===== config.mk =====
export PLATFORM = sky130hd
export DESIGN_NAME = pss_ring
export DESIGN_NICKNAME = d
export VERILOG_FILES = /design/src/hw/rtl/pss_pkg.sv /design/src/hw/rtl/pss_ring.sv
export SDC_FILE = /design/constraint.sdc
export NUM_CORES = 2
export LEC_CHECK = 0
export BUFFER_PORTS_ARGS = -buffer_cell sky130_fd_sc_hd__buf_2
export CAP_MARGIN = 20
export CORE_ASPECT_RATIO = 0.6
export CORE_UTILIZATION = 49
export DETAILED_ROUTE_END_ITERATION = 12
export GPL_TIMING_DRIVEN = 0
export HOLD_SLACK_MARGIN = 0.08
export MAX_ROUTING_LAYER = met4
export PLACE_DENSITY_LB_ADDON = 0.1
export SYNTH_ARGS = -nofsm -noshare
export SYNTH_HDL_FRONTEND = slang
export SYNTH_SLANG_ARGS = --single-unit
export TNS_END_PERCENT = 100

===== constraint.sdc =====
create_clock -name clk -period 5.1 [get_ports clk]
set_input_delay 1.02 -clock clk [delete_from_list [all_inputs] [get_ports clk]]
set_output_delay 1.02 -clock clk [all_outputs]
set_load 0.005 [all_outputs]

===== src/hw/rtl/pss_pkg.sv =====
// Shared types and constants for the plucked-string synth core.
// No dependencies; every RTL file of the block imports this package.
`default_nettype none

package pss_pkg;

	// Delay ring geometry. The depth is a power of two so that the index wraps by truncation.
	localparam int RING_DEPTH = 256;
	localparam int IDX_W      = $clog2(RING_DEPTH);

	// Phase accumulator: 16-bit wrapping sum, FRAC_BITS of it below the index point.
	localparam int PHASE_W    = 16;
	localparam int FRAC_BITS  = 14;

	// One step moves the index by at most NUM_BANKS-1 entries, so the ring is split
	// into NUM_BANKS banks by the low index bits and every step touches distinct banks.
	localparam int BANK_W     = PHASE_W - FRAC_BITS;
	localparam int NUM_BANKS  = 1 << BANK_W;
	localparam int ROWS       = RING_DEPTH / NUM_BANKS;
	localparam int ROW_W      = IDX_W - BANK_W;

	localparam int SAMPLE_W   = 8;
	localparam int ATTACK_W   = 16;
	localparam int ADDR_W     = 8;

	// Scaled output: (raw >> PCM_SHIFT) + PCM_OFFSET.
	localparam int                PCM_SHIFT  = 4;
	localparam logic [SAMPLE_W-1:0] PCM_OFFSET = SAMPLE_W'(127);

	// Operation codes.
	localparam logic [1:0] OP_STEP  = 2'd0;
	localparam logic [1:0] OP_HOLD  = 2'd1;
	localparam logic [1:0] OP_PLUCK = 2'd2;
	localparam logic [1:0] OP_LOAD  = 2'd3;

	typedef struct packed {
		logic [1:0]          operation;
		logic [PHASE_W-1:0]  step_period;
		logic [ATTACK_W-1:0] attack_length;
		logic [ADDR_W-1:0]   table_address;
		logic [SAMPLE_W-1:0] table_value;
	} cmd_t;

	typedef struct packed {
		logic [SAMPLE_W-1:0] sample_raw;
		logic [SAMPLE_W-1:0] sample_pcm;
	} sample_t;

	// One write into the delay ring.
	typedef struct packed {
		logic                en;
		logic [IDX_W-1:0]    pos;
		logic [SAMPLE_W-1:0] data;
	} ring_wr_t;

endpackage

`default_nettype wire


===== src/hw/rtl/pss_ring.sv =====
// Banked delay ring with per-entry valid bits and a look-ahead read of every bank.
// Depends on pss_pkg for geometry and the ring_wr_t write type.
`default_nettype none

module pss_ring (
	input  wire logic                                          clk,
	input  wire logic                                          arst_n,
	input  wire logic [pss_pkg::IDX_W-1:0]                     rd_base,
	input  pss_pkg::ring_wr_t                                  wr_a,
	input  pss_pkg::ring_wr_t                                  wr_b,
	output logic [pss_pkg::NUM_BANKS-1:0][pss_pkg::SAMPLE_W-1:0] rd_data
);
	import pss_pkg::*;

	logic [SAMPLE_W-1:0] mem [NUM_BANKS][ROWS];
	logic [RING_DEPTH-1:0] valid_q;

	logic [NUM_BANKS-1:0][IDX_W-1:0]    rd_pos;
	logic [NUM_BANKS-1:0]               bank_we;
	logic [NUM_BANKS-1:0][ROW_W-1:0]    bank_wrow;
	logic [NUM_BANKS-1:0][SAMPLE_W-1:0] bank_wdata;
	logic [NUM_BANKS-1:0][SAMPLE_W-1:0] rd_q;
	logic [NUM_BANKS-1:0]               rd_valid_q;

	// Each bank reads the one entry among rd_base+1 .. rd_base+NUM_BANKS that lives in it.
	always_comb begin
		logic [BANK_W-1:0] off;
		for (int b = 0; b < NUM_BANKS; b++) begin
			off       = BANK_W'(b) - rd_base[BANK_W-1:0] - BANK_W'(1);
			rd_pos[b] = rd_base + IDX_W'(off) + IDX_W'(1);
		end
	end

	// Route the two write ports; they never target the same bank in one cycle.
	always_comb begin
		for (int b = 0; b < NUM_BANKS; b++) begin
			bank_we[b]    = 1'b0;
			bank_wrow[b]  = wr_a.pos[IDX_W-1:BANK_W];
			bank_wdata[b] = wr_a.data;
			if (wr_a.en && wr_a.pos[BANK_W-1:0] == BANK_W'(b)) begin
				bank_we[b] = 1'b1;
			end else if (wr_b.en && wr_b.pos[BANK_W-1:0] == BANK_W'(b)) begin
				bank_we[b]    = 1'b1;
				bank_wrow[b]  = wr_b.pos[IDX_W-1:BANK_W];
				bank_wdata[b] = wr_b.data;
			end
		end
	end

	always_ff @(posedge clk) begin
		for (int b = 0; b < NUM_BANKS; b++) begin
			if (bank_we[b]) begin
				mem[b][bank_wrow[b]] <= bank_wdata[b];
			end
			rd_q[b] <= mem[b][rd_pos[b][IDX_W-1:BANK_W]];
		end
	end

	always_ff @(posedge clk or negedge arst_n) begin
		if (!arst_n) begin
			valid_q    <= '0;
			rd_valid_q <= '0;
		end else begin
			if (wr_a.en) begin
				valid_q[wr_a.pos] <= 1'b1;
			end
			if (wr_b.en) begin
				valid_q[wr_b.pos] <= 1'b1;
			end
			for (int b = 0; b < NUM_BANKS; b++) begin
				rd_valid_q[b] <= valid_q[rd_pos[b]];
			end
		end
	end

	// Never-written entries read as zero.
	always_comb begin
		for (int b = 0; b < NUM_BANKS; b++) begin
			rd_data[b] = rd_valid_q[b] ? rd_q[b] : '0;
		end
	end

endmodule

`default_nettype wire


==> metrics <==
post-layout minimum cycle time=5.33 ns; XOR/XNOR share of the synthesized area=0.380%; Main synth FF type=edfxtp_1; largest area contributor in the netlist=edfxtp_1; Remaining DRCs=0; Die H=342 um; hold path depth=1; Mapped Nets=4577; EDFF count, synth=2048; vias in the first global route=48626; Cell variety after synth=60; post-synthesis mux area share=18.7%; drt total wl=267000 um; worst slew pin tran=1.22 ns; RSZ-0062 raised after global routing=true; CTS Buf Count=216; # Max-Cap Violations=0; Crit. End Element=flip-flop; Tot GR Track Use=28.6%; area of the multi-input gates=24500 sq um; clock insertion delay at the later pin of the skew report=0.88 ns; vias per cell=6.66; initial antenna violation count=45; DR WL/cell=35.2 um; Yosys top cell area share=65.3%; max_slew headroom=18.2%; Compound-Gate Fraction of Synth Area=3.57%; top post-synthesis cells by area=edfxtp_1, mux4_2, dfrtp_1, a221o_1, nor2_1; Worst R2R End=rd_valid_q[1]$_DFF_PN0_; grt total ovfl=0; first drt pass iteration count=8; post-route insts no fill=7596; CP startpoint kind=input pin; Die X=568 um; Final Max Tran Viols=0; CP arrival=5.79 ns; Vias=50560; Fmax achieved=0.188 GHz; Final Skew=0.0581 ns; initial drt markers=7562; Post-Synth Adder-Cell Area=0.0797%; Hold Fails Final Rpt=0; nets@finish=4938; PnR worst setup slack=-0.230 ns; CP Data Required Time=5.56 ns; Hold Crit Class=reg2reg; Yosys warnings=0; FILL cells=14382; Max FO, Critical Path=10; total clock sinks=2340; ys async rst share=11.1%; I/O pin cnt=76; worst vdd ir=304 uV; worst min-delay path startpoint=valid_q[152]$_DFF_PN0_; Mapped Area=94200 sq um; Post-Synth Simple-Gate Area=3.11%; register area share after synthesis=72.9%; worst reg2reg startpoint=valid_q[227]$_DFF_PN0_; layout cells sized above 1=26.9%; leak pwr=34.1 nW; FF-to-FF path depth=7; Placeable Area=191000 sq um; post-CTS setup buffer count=0; hpwl dp=188000 um; TritonCTS clock tree=done; outcome=finished, violations left; reg2reg setup slack=2.23 ns; Placement Setup Slack=-0.863 ns; largest family of logic cells by synthesized area=multiplexers; Final period util=105%; Cells after Synth=4527; area grow syn2layout=12.5%; critical path type=in2reg; depth of the CTS H-tree=4; Initial Util=49.4%; FF+latch area=68600 sq um; Hold Path End=valid_q[152]$_DFF_PN0_; routability cong.=1.00; Power Density=400 nW/um^2; Final Util=55.6%; Syn Area/Cell=20.8 sq um; first-pass GRT wire length=377000 um; Final setup viols=48; Root Buffer=clkbuf_16; clk buf depth=4; pin count of the biggest net entering global routing=120; failing checks=setup timing; Cells after DPL=7174; Rows=124; Routed Antenna Nets=0; full die area=194000 sq um; #FFs+latches synth=2340; number of buffer cells added on primary ports=72; Clk pin slew, worst setup/hold paths=0.06 ns
-- critical path, stage by stage --
cell and delay [ns]:
buf_2 0.18, nand3_1 0.61, nor2b_1 0.50, clkbuf_1 0.41
clkdlybuf4s15_1 0.90, nand3_1 0.14, o21ai_0 0.36, nand3_1 0.68
nor2_1 0.96
-- through the flow --
step / setup TNS [ns] / hold slack (ns) / instance area [sq um] / total power [mW]
floorplan: 0 / 0.442 / 94200 / 24.7
finish: -7.02 / 0.478 / 106000 / 42.4
detailed placement: -143.16 / 0.456 / 98800 / 26.6
global route: -4.57 / 0.494 / 106000 / 43.5
global placement: -593.59 / 0.460 / 97700 / 26.4
CTS: 0 / 0.480 / 106000 / 42.4
-- final cells by class --
| type | count | share of cell area, % |
|---|---|---|
| Antenna cell | 17 | 0.0402 |
| Buffer | 270 | 1.11 |
| Clock buffer | 276 | 5.52 |
| Clock inverter | 113 | 0.938 |
| Inverter | 8 | 0.0283 |
| Multi-Input combinational cell | 1908 | 23.1 |
| Sequential cell | 2340 | 64.8 |
| Tap cell | 2520 | 2.98 |
| Timing Repair Buffer | 144 | 1.48 |
-- layer usage --
| metal | part of all wire, % | vias up | global-route usage, % |
|---|---|---|---|
| li1 | - | 19880 | - |
| met1 | 46 | 27351 | 45.4 |
| met2 | 41 | 2980 | 36.1 |
| met3 | 12 | 349 | 8.90 |
| met4 | 1.6 | 0 | 4.69 |
| met5 | 0 | - | - |
-- sequential cells by signal, summed over array words and instances (netlist names) --
name / flops
rd_valid_q: 4
valid_q: 256
mem: 2048
rd_q: 32
-- synth_stat cells, types with 3 or more instances --
master	count
a2111oi_0	5
a211oi_1	8
a21oi_1	18
a221o_1	257
a311oi_1	7
a31oi_1	6
and2_1	37
buf_1	22
buf_2	54
buf_4	20
clkbuf_1	173
dfrtp_1	260
dfxtp_1	32
edfxtp_1	2048
ha_1	6
inv_1	8
mux2_2	28
mux2i_1	36
mux4_2	753
nand2_1	173
nand2b_1	22
nand3_1	38
nand3b_1	8
nand4_1	11
nor2_1	335
nor2b_1	9
nor3_1	20
nor4_1	6
o211ai_1	3
o21a_1	7
o21ai_0	22
o221ai_1	4
o22ai_1	5
o31ai_1	10
o32ai_1	3
or2_2	5
or3_1	8
xnor2_1	12
xnor2_2	4
xor2_1	15
-- cells in the final DEF, fill, tap and decap left out, drive strengths merged, types with 6 or more instances in the layout --
| cell | netlist | layout |
|---|---|---|
| edfxtp | 2048 | 2048 |
| mux4 | 753 | 753 |
| clkbuf | 173 | 448 |
| nor2 | 335 | 335 |
| dfrtp | 260 | 260 |
| a221o | 257 | 257 |
| buf | 98 | 239 |
| nand2 | 173 | 173 |
| clkinv | 0 | 82 |
| nand3 | 38 | 38 |
| and2 | 37 | 37 |
| mux2i | 36 | 36 |
| dfxtp | 32 | 32 |
| mux2 | 28 | 28 |
| o21ai | 24 | 24 |
| nand2b | 22 | 22 |
| nor3 | 20 | 20 |
| a21oi | 18 | 18 |
| diode | 0 | 17 |
| xor2 | 17 | 17 |
| bufinv | 0 | 16 |
| xnor2 | 16 | 16 |
| clkinvlp | 0 | 12 |
| nand4 | 11 | 11 |
| inv | 8 | 11 |
| o31ai | 10 | 10 |
| nor2b | 9 | 9 |
| nand3b | 8 | 8 |
| or3 | 8 | 8 |
| a211oi | 8 | 8 |
| o21a | 7 | 7 |
| a311oi | 7 | 7 |
| a31oi | 6 | 6 |
| ha | 6 | 6 |
| nor4 | 6 | 6 |
-- repair_timing --
item                       4_1_cts  5_1_grt
hold endpoints to repair        45        0
gates resized for setup          0       20
hold buffers                     1        0
setup endpoints to repair        0      169
-- worst max-delay path by stage --
stage | start | cells after the start | endpoint | slack [ns]
2_1_floorplan | rd_base[0] | 9 | rd_q[10]$_DFF_P_ | 1.08
3_3_place_gp | arst_n | 1 | valid_q[237]$_DFF_PN0_ | -1.88
3_5_place_dp | rd_base[1] | 10 | rd_valid_q[2]$_DFF_PN0_ | -0.86
4_1_cts | rd_base[1] | 10 | rd_valid_q[2]$_DFF_PN0_ | 0.04
5_1_grt | wr_b[9] | 9 | mem[3][214]$_DFFE_PP_ | -0.15
6_report | wr_b[8] | 9 | mem[3][214]$_DFFE_PP_ | -0.23
-- cells by family after synthesis --
group	count (synthesis)
DFF	2340
AOI/OAI and AO/OA	372
muxes	817
buffers and inverters	279
and+or+nand+nor	679
adders and majority gates	6
xor gates and xnor gates	34
-- power by group --
part           leakage, nW  internal [mW]  total (mW)  switching (mW)
Clock                 3.34           8.90        16.0            7.15
Sequential            22.1           21.4        21.7           0.315
Combinational         8.68           1.92        4.61            2.69
Total                 34.1           32.2        42.4            10.2
Note: power is estimated with default switching activity, not from simulation.
